--- config.mk ---
export PLATFORM = sky130hd
export DESIGN_NAME = ddf_front
export DESIGN_NICKNAME = d
export VERILOG_FILES = /design/src/rtl/decimal_digit_display_framer_unit_defines.svh /design/src/rtl/ddf_pkg.sv /design/src/rtl/ddf_front.sv
export SDC_FILE = /design/constraint.sdc
export NUM_CORES = 1
export LEC_CHECK = 0
export BUFFER_PORTS_ARGS = -buffer_cell sky130_fd_sc_hd__buf_4
export CAP_MARGIN = 20
export CORE_MARGIN = 2
export CORE_UTILIZATION = 23
export DETAILED_ROUTE_END_ITERATION = 10
export PLACE_DENSITY = 0.87
export SLEW_MARGIN = 20
export SYNTH_ARGS = -nofsm -noshare
export SYNTH_HDL_FRONTEND = slang
export SYNTH_SLANG_ARGS = --single-unit
--- constraint.sdc ---
create_clock -name vclk -period 0.91
set_input_delay 0.182 -clock vclk [all_inputs]
set_output_delay 0.182 -clock vclk [all_outputs]
set_load 0.05 [all_outputs]
--- src/rtl/decimal_digit_display_framer_unit_defines.svh ---
// ----------------------------------------------------------------------------
// Decimal digit display framer - assertion macros
// Shared concurrent assertion forms, clocked on clk and disabled in reset.
// ----------------------------------------------------------------------------
`ifndef DECIMAL_DIGIT_DISPLAY_FRAMER_UNIT_DEFINES_SVH
`define DECIMAL_DIGIT_DISPLAY_FRAMER_UNIT_DEFINES_SVH

// Same-cycle implication.
`define DDF_ASSERT_NOW(label, cond, prop, msg) \
    label: assert property (@(posedge clk) disable iff (!rst_n) (cond) |-> (prop)) \
        else $error(msg);

// Next-cycle implication.
`define DDF_ASSERT_NEXT(label, cond, prop, msg) \
    label: assert property (@(posedge clk) disable iff (!rst_n) (cond) |=> (prop)) \
        else $error(msg);

`endif

--- src/rtl/ddf_pkg.sv ---
// ----------------------------------------------------------------------------
// ddf_pkg
// Types and constants shared by the decimal digit display framer modules.
// ----------------------------------------------------------------------------
package ddf_pkg;

    localparam int unsigned VALUE_W = 31;
    localparam int unsigned COUNT_W = 4;
    localparam int unsigned ADDR_W  = 4;
    localparam int unsigned CODE_W  = 4;

    localparam logic [CODE_W-1:0] BLANK_CODE = 4'd15;

    // Reciprocal of ten for 32-bit dividends: q = (x * RECIP10) >> RECIP10_SHIFT
    localparam logic [31:0] RECIP10       = 32'hCCCC_CCCD;
    localparam int unsigned RECIP10_SHIFT = 35;

    localparam int unsigned QUEUE_DEPTH = 2;
    localparam int unsigned QPTR_W      = 1;
    localparam int unsigned QCNT_W      = 2;

    // One classified number waiting for digit generation
    typedef struct packed {
        logic [VALUE_W-1:0] value;
        logic [COUNT_W-1:0] count;
        logic               ovf;
    } ddf_item_t;

    typedef struct packed {
        logic full;
        logic empty;
    } ddf_qstat_t;

    // Power of ten, evaluated at elaboration only
    function automatic logic [63:0] pow10(input int unsigned n);
        logic [63:0] p;
        p = 64'd1;
        for (int unsigned i = 0; i < n; i++)
        begin
            p = p * 64'd10;
        end
        return p;
    endfunction

endpackage

--- src/rtl/ddf_front.sv ---
// ----------------------------------------------------------------------------
// ddf_front
// Accept a number, saturate its digit count and flag overflow.
// ----------------------------------------------------------------------------
module ddf_front #(
    parameter int unsigned DIGITS = 8
) (
    input  logic                        start,
    input  logic [ddf_pkg::VALUE_W-1:0] value,
    input  logic [ddf_pkg::COUNT_W-1:0] digit_count,
    input  ddf_pkg::ddf_qstat_t         qstat,
    output logic                        busy,
    output logic                        push,
    output ddf_pkg::ddf_item_t          item
);

    localparam logic [ddf_pkg::VALUE_W-1:0] LIMIT =
        ddf_pkg::VALUE_W'(ddf_pkg::pow10(DIGITS));
    localparam logic [ddf_pkg::COUNT_W-1:0] MAX_COUNT = ddf_pkg::COUNT_W'(DIGITS);

    assign busy = qstat.full;
    assign push = start & ~qstat.full;

    always_comb
    begin
        item.value = value;
        item.count = (digit_count > MAX_COUNT) ? MAX_COUNT : digit_count;
        item.ovf   = (value >= LIMIT);
    end

endmodule

After elaboration in Yosys (flattened, before gate mapping)
Index checks and enable logic that the tools add are counted.
Widths: inputs -> output; s select.
- add/subtract/negate cells: 0
- multipliers: 0
- divide/modulo/power cells: 0
- magnitude comparators: 2
- equal/unequal tests: 0
- shift operators: 0
- muxes and demuxes: 1
- bitwise operators: 2
- reductions and logical operators: 0
- operators with widths (cell ; count):
    $ge 31x27->1 const B ; 1
    $gt 4x4->1 const B ; 1
    $mux 4 ; 1
    $and 1x1->1 ; 1
    $not 1->1 ; 1
- register bits: 0
- bits in latches: 0
- memory bits (writable): 0
- ROM bits: 0
- input bits: 38
- output and inout port bits: 38
- logic and storage cells: 5
- memories: 0

Longest topological paths before layout
- depth in word-level cells: 2
- mapped depth: 3
- mapped depth without buffers: 3

Worst setup path after synthesis
OpenSTA, ideal clock, no wires.
- path kind: input-to-output
- start: input value[25] (netlist name)
- end: output item[0] (netlist name)
- arrival: 1.058 ns
- required time: 0.728 ns
- setup slack: -0.330 ns
- stages on the path: 3
- buffers on the path: 0
- path through: nand4b_1 -> o311ai_1 -> a31o_1
- RTL lines (what ; RTL line ; source):
    start: declaration ; ddf_front.sv:9 ; input logic [ddf_pkg::VALUE_W-1:0] value,
    end: declaration ; ddf_front.sv:14 ; output ddf_pkg::ddf_item_t item

==> results.md <==
| Group | Result | Value |
| --- | --- | --- |
| outcome | Outcome | finished, violations left |
| place | Cell Area, Placed | 632 um2 |
| timing | Final setup violation count | 1 |
| yosys | Most instantiated cells after synthesis | sky130_fd_sc_hd__buf_4, sky130_fd_sc_hd__nor2b_1, sky130_fd_sc_hd__nand2_1, sky130_fd_sc_hd__nor2_1 |
| route | Routed len/inst | 11.2 um |
| grt | Total global routing overflow | 0 |
| yosys | Mean cell area of the mapped netlist | 7.11 um2 |
| final layout | Final sequential cell count | 0 |
| grt | Vias in the first global route | 371 |
| route | Total vias in the final route | 408 |
| place | Number of buffer cells added on primary ports | 59 |
| power and ir drop | Power per standard cell area | 789 mW/mm2 |
| final layout | Number of filler cells placed in the layout | 166 |
| timing | Final critical-path required period | 1.26 ns |
| critical path | Endpoint type of the worst setup path | output port |
| grt | Pin count of the biggest net entering global routing | 5 |
| timing | Setup repair after global routing missed its margin | true |
| final layout | Sequential cell area in the final layout | 0 um2 |
| route | Routed wire length | 1060 um |
| outcome | Violations in the final reports | negative setup slack |
| power and ir drop | Leak pwr | 0.351 nW |
| yosys | Synthesized instance count | 51 |
| critical path | CP Capture Point | item[0] |
| critical path | Source of the critical timing path | value[30] |
| timing | Worst Hold Slack | 0.364 ns |
| floorplan | Starting density of the core | 24.4% |
| final layout | Number of clock-tree buffers in the layout | 0 |
| floorplan | Number of top-level design ports | 76 |
| timing | Hold violation count in the final report | 0 |
| floorplan | Core outline area | 0.00149 mm2 |
| final layout | End-of-flow core utilization | 43.7% |
| grt | Antenna violations before repair | 0 |
| yosys | Synth Net Count | 89 |
| job | MaxCap Viol Count | 0 |
| route | Number of iterations in the first detailed-routing pass | 3 |
| yosys | Share of the synthesized area in the top cell type | 66.2% |
| yosys | Cell accounting for the most synthesized area | sky130_fd_sc_hd__buf_4 |
| floorplan | Height of the chip | 43.7 um |
| timing | Highest attainable clock frequency | 792 MHz |
| place | Weighted congestion reported at the end of routability-driven placement | 0.588 |
| route | Iteration-0 DRC Markers | 1 |
| critical path | Worst Path Arrival | 1.08 ns |
| timing | Worst-Margin Slew | 0.238 ns |
| final layout | Final net count | 119 |
| yosys | Sequential area share after synthesis | 0% |
| floorplan | Total Die Area | 0.00191 mm2 |
| timing | Relative slew margins | 84.1% |
| final layout | Relative area change from synthesis to final layout | 79.3% |
| final layout | Layout cell share with drive strength beyond 1 | 86.1% |
| yosys | Post-synthesis cell area | 363 um2 |
| timing | Final worst path period share | 139% |
| timing | Total count of max-transition violations in the final report | 0 |
| grt | Global-route wire length before repair | 1490 um |
| grt | Total track usage | 9.58% |
| route | DRC errors left | 0 |
| critical path | Crit-path max FO | 2 |
| critical path | Crit path kind | in2out |
| final layout | Count of inserted antenna diode cells | 0 |
| final layout | Design Area, Final | 651 um2 |
| yosys | Synth top area cells | sky130_fd_sc_hd__buf_4, sky130_fd_sc_hd__nor2b_1, sky130_fd_sc_hd__nor4_2 |
| yosys | Number of synthesis warnings | 0 |
| power and ir drop | Worst IR drop on VDD | 0.249 mV |
| route | Post-detailed-route count of antenna-violating nets | 0 |
| floorplan | # rows | 14 |
| power and ir drop | Post-route total power | 0.000513 W |
| critical path | Required time at the worst-slack endpoint | 0.73 ns |
| yosys | Number of distinct library cell variants in the gate-level netlist after synthesis | 15 |
| yosys | Cell with the most instances after synthesis | sky130_fd_sc_hd__buf_4 |
| timing | Final WS setup | -0.352 ns |
| floorplan | Chip Width | 43.7 um |
| critical path | Setup crit start kind | input pin |
| hold path | Classification of the worst-slack hold path | in2out |
| route | Number of vias per cell after detailed routing | 4.29 |
## routing by layer
layer,global-route usage (%),vias to the layer above,wire [um]
li1,-,193,-
met1,8.75,177,298
met2,20.9,36,564
met3,2.08,2,190
met4,1.21,0,6
met5,0,-,0
## power breakdown
group          switching [W]  internal [W]  leakage (nW)
sequential                 0             0             0
clock                      0             0             0
combinational       0.000319      0.000194         0.351
total               0.000319      0.000194         0.351
## layout by cell type (no fill, tap or decap), drive strengths merged
cell type / synthesis / routed
nand4b: 1 / 1
nand2: 2 / 2
nand3: 1 / 1
a31o: 1 / 1
a21oi: 1 / 1
o311ai: 1 / 1
and4b: 1 / 1
nor3: 1 / 1
and3: 1 / 1
nor2: 2 / 2
nor2b: 4 / 4
buf: 32 / 61
nor4: 1 / 1
and3b: 1 / 1
## stage by stage
| step | setup WS (ns) | cells | setup TNS [ns] |
|---|---|---|---|
| CTS | -0.376 | 95 | -0.376 |
| global placement | -0.438 | 95 | -0.438 |
| global route | -0.414 | 95 | -0.414 |
| detailed placement | -0.432 | 95 | -0.432 |
| floorplan | -0.174 | 51 | -0.174 |
| finish | -0.352 | 95 | -0.352 |
## cells by family after synthesis
family          after synthesis  share of synthesized area (%)
compound gates                3                           6.21
simple gates                 15                           26.6
buf+inv                      33                           67.2
## final cells by class
| cell class | count | area, um2 | area share [%] |
|---|---|---|---|
| multi-input combinational | 18 | 154 | 23.7 |
| tap | 16 | 20.0 | 3.08 |
| timing repair buffer | 61 | 477 | 73.3 |
## critical path, stage by stage
cell	delay, ns
sky130_fd_sc_hd__buf_8	0.10
sky130_fd_sc_hd__nor4_4	0.28
sky130_fd_sc_hd__o311ai_2	0.14
sky130_fd_sc_hd__a31o_4	0.23
sky130_fd_sc_hd__buf_8	0.14
## worst min path at each step
stage                               from  slack [ns]  cells past startpoint  endpoint
after floorplan           digit_count[3]        0.46                      1   item[1]
after global placement          value[5]        0.36                      0  item[10]
after detailed placement        value[5]        0.36                      0  item[10]
after CTS                       value[5]        0.36                      0  item[10]
after global routing            value[1]        0.36                      0   item[6]
final                           value[1]        0.36                      0   item[6]
## repair_timing
item,CTS,global route
resized for setup,4,1
endpoints found under the setup margin,1,1
pin swaps,3,0
cloned,0,0
hold buffers,0,0
buffers inserted,0,0
(Power assumes the default switching activity.)
