===== src/rtl/decimal_digit_display_framer_unit_defines.svh =====
// ----------------------------------------------------------------------------
// Decimal digit display framer - assertion macros
// Shared concurrent assertion forms, clocked on clk and disabled in reset.
// ----------------------------------------------------------------------------
`ifndef DECIMAL_DIGIT_DISPLAY_FRAMER_UNIT_DEFINES_SVH
`define DECIMAL_DIGIT_DISPLAY_FRAMER_UNIT_DEFINES_SVH

// Same-cycle implication.
`define DDF_ASSERT_NOW(label, cond, prop, msg) \
    label: assert property (@(posedge clk) disable iff (!rst_n) (cond) |-> (prop)) \
        else $error(msg);

// Next-cycle implication.
`define DDF_ASSERT_NEXT(label, cond, prop, msg) \
    label: assert property (@(posedge clk) disable iff (!rst_n) (cond) |=> (prop)) \
        else $error(msg);

`endif


===== src/rtl/ddf_pkg.sv =====
// ----------------------------------------------------------------------------
// ddf_pkg
// Types and constants shared by the decimal digit display framer modules.
// ----------------------------------------------------------------------------
package ddf_pkg;

    localparam int unsigned VALUE_W = 31;
    localparam int unsigned COUNT_W = 4;
    localparam int unsigned ADDR_W  = 4;
    localparam int unsigned CODE_W  = 4;

    localparam logic [CODE_W-1:0] BLANK_CODE = 4'd15;

    // Reciprocal of ten for 32-bit dividends: q = (x * RECIP10) >> RECIP10_SHIFT
    localparam logic [31:0] RECIP10       = 32'hCCCC_CCCD;
    localparam int unsigned RECIP10_SHIFT = 35;

    localparam int unsigned QUEUE_DEPTH = 2;
    localparam int unsigned QPTR_W      = 1;
    localparam int unsigned QCNT_W      = 2;

    // One classified number waiting for digit generation
    typedef struct packed {
        logic [VALUE_W-1:0] value;
        logic [COUNT_W-1:0] count;
        logic               ovf;
    } ddf_item_t;

    typedef struct packed {
        logic full;
        logic empty;
    } ddf_qstat_t;

    // Power of ten, evaluated at elaboration only
    function automatic logic [63:0] pow10(input int unsigned n);
        logic [63:0] p;
        p = 64'd1;
        for (int unsigned i = 0; i < n; i++)
        begin
            p = p * 64'd10;
        end
        return p;
    endfunction

endpackage


===== src/rtl/ddf_queue.sv =====
// ----------------------------------------------------------------------------
// ddf_queue
// Two-entry queue between the front and the digit generator.
// ----------------------------------------------------------------------------
`include "decimal_digit_display_framer_unit_defines.svh"

module ddf_queue (
    input  logic                clk,
    input  logic                rst_n,
    input  logic                push,
    input  ddf_pkg::ddf_item_t  push_item,
    input  logic                pop,
    output ddf_pkg::ddf_item_t  head,
    output ddf_pkg::ddf_qstat_t qstat
);

    ddf_pkg::ddf_item_t mem_reg [ddf_pkg::QUEUE_DEPTH];

    logic [ddf_pkg::QPTR_W-1:0] wr_ptr_reg, wr_ptr_next;
    logic [ddf_pkg::QPTR_W-1:0] rd_ptr_reg, rd_ptr_next;
    logic [ddf_pkg::QCNT_W-1:0] cnt_reg, cnt_next;

    always_comb
    begin
        wr_ptr_next = push ? wr_ptr_reg + 1'b1 : wr_ptr_reg;
        rd_ptr_next = pop  ? rd_ptr_reg + 1'b1 : rd_ptr_reg;
        cnt_next    = cnt_reg + ddf_pkg::QCNT_W'(push) - ddf_pkg::QCNT_W'(pop);
    end

    always_ff @(posedge clk or negedge rst_n)
    begin
        if (!rst_n)
        begin
            wr_ptr_reg <= '0;
            rd_ptr_reg <= '0;
            cnt_reg    <= '0;
        end
        else
        begin
            wr_ptr_reg <= wr_ptr_next;
            rd_ptr_reg <= rd_ptr_next;
            cnt_reg    <= cnt_next;
        end
    end

    always_ff @(posedge clk)
    begin
        if (push)
        begin
            mem_reg[wr_ptr_reg] <= push_item;
        end
    end

    assign head        = mem_reg[rd_ptr_reg];
    assign qstat.full  = (cnt_reg == ddf_pkg::QCNT_W'(ddf_pkg::QUEUE_DEPTH));
    assign qstat.empty = (cnt_reg == '0);

    `DDF_ASSERT_NOW(a_q_no_overrun, push, !qstat.full, "queue written while full")
    `DDF_ASSERT_NOW(a_q_no_underrun, pop, !qstat.empty, "queue read while empty")

endmodule


===== config.mk =====
export PLATFORM = sky130hd
export DESIGN_NAME = ddf_queue
export DESIGN_NICKNAME = d
export VERILOG_FILES = /design/src/rtl/ddf_pkg.sv /design/src/rtl/ddf_queue.sv
export VERILOG_INCLUDE_DIRS = /design/src /design/src/rtl
export SDC_FILE = /design/constraint.sdc
export NUM_CORES = 1
export LEC_CHECK = 0
export BUFFER_PORTS_ARGS = -buffer_cell sky130_fd_sc_hd__buf_2
export CAP_MARGIN = 20
export CORE_UTILIZATION = 35
export CTS_BUF_LIST = sky130_fd_sc_hd__clkbuf_2
export DETAILED_ROUTE_END_ITERATION = 8
export PLACE_DENSITY = 0.68
export RECOVER_POWER = 50
export SLEW_MARGIN = 20
export SYNTH_ARGS = -nofsm -noshare
export SYNTH_HDL_FRONTEND = slang
export SYNTH_SLANG_ARGS = --single-unit

===== constraint.sdc =====
create_clock -name clk -period 2.5 [get_ports clk]
set_input_delay 0.25 -clock clk [delete_from_list [all_inputs] [get_ports clk]]
set_output_delay 0.25 -clock clk [all_outputs]
set_load 0.05 [all_outputs]

# Word-level counts from Yosys, hierarchy flattened
# Memory sizes are Yosys's and may differ from the RTL's.
# Index checks and enable logic that the tools add are counted.
# classes
add_sub_neg	4
n_reduce_logical	1
n_mux	2
eq_ne	1
# ops
cell	count
$add A1 B1 Y1 const B	2
$add A2 B1 Y2	1
$eq A2 B2 Y1 const B	1
$logic_not A2 Y1	1
$mux W1	2
$sub A2 B1 Y2	1
# word_totals
memories	1
elab_cells	12
reg_bits	4
ramBits	72
# mem_list
memory	words	width	rd	rd_ports_with_merged_regs	wr	line	text
mem_reg	2	36	1	0	1	ddf_queue.sv:17	ddf_pkg::ddf_item_t mem_reg [ddf_pkg::QUEUE_DEPTH];

# Longest topological paths before layout
# logic_depth
word_depth	2
ltp_mapped	5
ltp_nobuf	5

# Worst setup path after synthesis
# OpenSTA, ideal clock, no wires.
# synth_timing
kind	register to register
from	reg wr_ptr_reg
to	mem mem_reg[0][0] (netlist name) (enable)
arrival_time_ns	2.017
synth_period_minus_slack_ns	2.451
path_stages_with_launch	2
t_required_ns	2.066
path_slack_ns	0.049
n_path_buf	0
path_cell_list	dfrtp_1 -> nor2b_1
# synth_rtl
element	line	text
start: declaration	ddf_queue.sv:19	logic [ddf_pkg::QPTR_W-1:0] wr_ptr_reg, wr_ptr_next;
start signal: assignment	ddf_queue.sv:40	wr_ptr_reg <= wr_ptr_next;
end: declaration	ddf_queue.sv:17	
# No word-level cell before the write port.

# Worst setup path in the final report
# layout_timing
from	reg wr_ptr_reg
to	mem mem_reg[1][3] (netlist name) (enable)
# No word-level cell before the write port.

==> impl_metrics.py <==
metrics = {
    "cts": {
        "clk_pin_slew_ns": 0.19,
        "cts_made_buffers": 9,
        "clock_latency_ns": 0.49,
        "h-tree-depth": 3,
        "cts_tree": "done",
        "cts_buffer_depth": 2,
        "cts-root-buf": "clkbuf_2",
        "cts_resized": 0,
        "clkSinkCount": 76,
    },
    "synth": {
        "ys_types": 13,
        "yosysWarnings": 0,
        "netlist_instances": 127,
        "ys_seq_area_frac": 0.768,
        "synth-seq-cells": 76,
        "synthesis.area_sq_mm": 0.00294,
        "synth_fp_nets": 169,
        "synth.avg_cell_area_sq_um": 23.2,
    },
    "critical_path": {
        "worstReg2RegStart": "wr_ptr_reg",
        "r2r_slack_ns": 0.41,
        "cp.required_ns": 2.69,
        "path_class": "flop to flop",
        "critPathMaxStageDelay_ns": 0.96,
        "startpoint": "wr_ptr_reg",
        "cp_slowest_cell": "and2_0",
        "worstPathArrival_ns": 2.29,
        "r2r_cells": 2,
        "path_max_fanout": 18,
        "endpoint_kind": "flop",
        "path_cells": "and2_0 > buf_4",
        "start_kind": "flop",
    },
    "cells_and_area": {
        "areaGrowthSynthToFinish_pct": 34.6,
        "multiInputGateArea_sq_um": 611,
        "antenna_cells": 0,
        "finalNetCount": 297,
        "num-fill-cells": 722,
        "layout_commonest_cell": "edfxtp_1",
        "register_area_sq_mm": 0.00226,
        "largest_reg_flops": 72,
        "drive_gt1_frac": 0.431,
        "final_cell_mix": "edfxtp_1, buf_2, dlygate4sd3_1",
    },
    "grt": {
        "grt-ovfl-total": 0,
        "grt_antenna_before_repair": 0,
        "grt_max_degree": 38,
        "grt_pass1_wl_um": 7360,
        "gr-usage-all-layers": 0.115,
        "grt_pass1_vias": 1651,
    },
    "power": {
        "p_per_area_mw_per_mm2": 1180,
        "ir_drop_mv": 0.744,
        "p_leak_nw": 1.57,
        "finalPower_mw": 4.67,
    },
    "placed_design": {
        "placement.io_buffers": 77,
        "dp_hpwl_um": 3000,
        "gp_congestion": 0.684,
        "dp_slack_ns": 0.988,
    },
    "floorplanning": {
        "ios": 78,
        "die-area_sq_mm": 0.00878,
        "core_region_area_sq_mm": 0.00818,
        "die_h_um": 93.7,
        "rows": 33,
        "die_w_um": 93.7,
        "start_util": 0.360,
    },
    "sta": {
        "period_needed_ns": 2.09,
        "fin_crit_sh": 0.838,
        "setup_viol": 0,
        "tightest_slew_ns": 1.22,
        "rsz0062_at_grt": "false",
        "skew_ns": 0.0131,
        "fmax_mhz": 478,
        "hold_violations": 0,
        "finalSetupTns_ns": 0,
        "slew-limit-headroom": 0.188,
        "drv_slew": 0,
        "fin_hold_ws_ns": 0.470,
        "setup_slack_ns": 0.406,
    },
    "run_status": {
        "outcome": "complete, no violations",
    },
    "worst_hold_path": {
        "whs_path_depth": 3,
        "hp-start": "pop",
        "hold_path_class": "input pin to flop",
    },
    "route": {
        "vias": 1549,
        "ant_nets": 0,
        "drt-initial-drc-count": 28,
        "viasPerCell": 4.24,
        "firstDrtPassIters": 4,
        "wl_per_cell_um": 12.7,
        "drc": 0,
        "wl_um": 4640,
    },
    "job": {
        "max-cap-violations": 0,
    },
}
## through the flow
| step | util | cells | cell area (sq um) |
|---|---|---|---|
| 3_5_place_dp | 0.423 | 309 | 3450 |
| 2_1_floorplan | - | 127 | 2940 |
| 3_3_place_gp | 0.423 | 309 | 3450 |
| 6_report | 0.485 | 365 | 3960 |
| 5_1_grt | 0.485 | 365 | 3960 |
| 4_1_cts | 0.488 | 365 | 3990 |
## cell usage after synthesis (all sizes together)
cell	count	area [sq um]
ha	2	25.0
edfxtp	72	2160
nor2	1	3.75
xor3	1	23.8
xor2	2	17.5
mux2	36	514
nor2b	2	12.5
and2	1	6.26
inv	2	7.51
buf	4	71.3
dfrtp	4	100
## final timing paths
path                                      end
worst max-delay path            mem_reg[1][3]
worst min-delay path               rd_ptr_reg
worst max register to register  mem_reg[1][3]
worst min register to register     wr_ptr_reg
max in group asynchronous          rd_ptr_reg
min in group asynchronous          cnt_reg[1]
## layout make-up
class,instances,share of cell area
sequential,76,0.571
multi-input combinational,45,0.154
tap,105,0.0331
inverter,2,0.00189
clock inverter,6,0.0221
timing repair buffer,121,0.205
clock buffer,10,0.0126
## power by group
group	total (mW)	switching [mW]	internal (mW)
Clock	0.744	0.409	0.335
Sequential	1.77	0.0769	1.69
Combinational	2.15	1.42	0.731
Total	4.67	1.91	2.76
## worst max-delay path, delay by kind of cell, from the launching register on
family                 cells  cell delay, ns
and+or+nand+nor            1            0.96
DFF                        1            0.46
buffers and inverters      1            0.39
## metal layers
| metal | track usage | wire [um] | part of all wire | vias up |
|---|---|---|---|---|
| li1 | - | - | - | 751 |
| met1 | 0.119 | 1870 | 0.40 | 736 |
| met2 | 0.212 | 2430 | 0.52 | 51 |
| met3 | 0.0316 | 238 | 0.051 | 11 |
| met4 | 0.0577 | 96 | 0.021 | 0 |
| met5 | 0 | 0 | 0 | - |
## cell families (layout without fill, tap and decap cells)
logic type | after synthesis | in the layout | synth area share
AND/OR/NAND/NOR | 4 | 4 | 0.00765
adder cells (fa/ha/maj) | 2 | 2 | 0.00850
flip-flops | 76 | 76 | 0.768
XOR/XNOR | 3 | 3 | 0.0140
buffers and inverters | 6 | 139 | 0.0268
multiplexers | 36 | 36 | 0.175
## timing repair
action,4_1_cts,5_1_grt
endpoints found under the hold margin,79,0
buffers inserted,0,0
hold buffers,40,0
(Power assumes the default switching activity.)
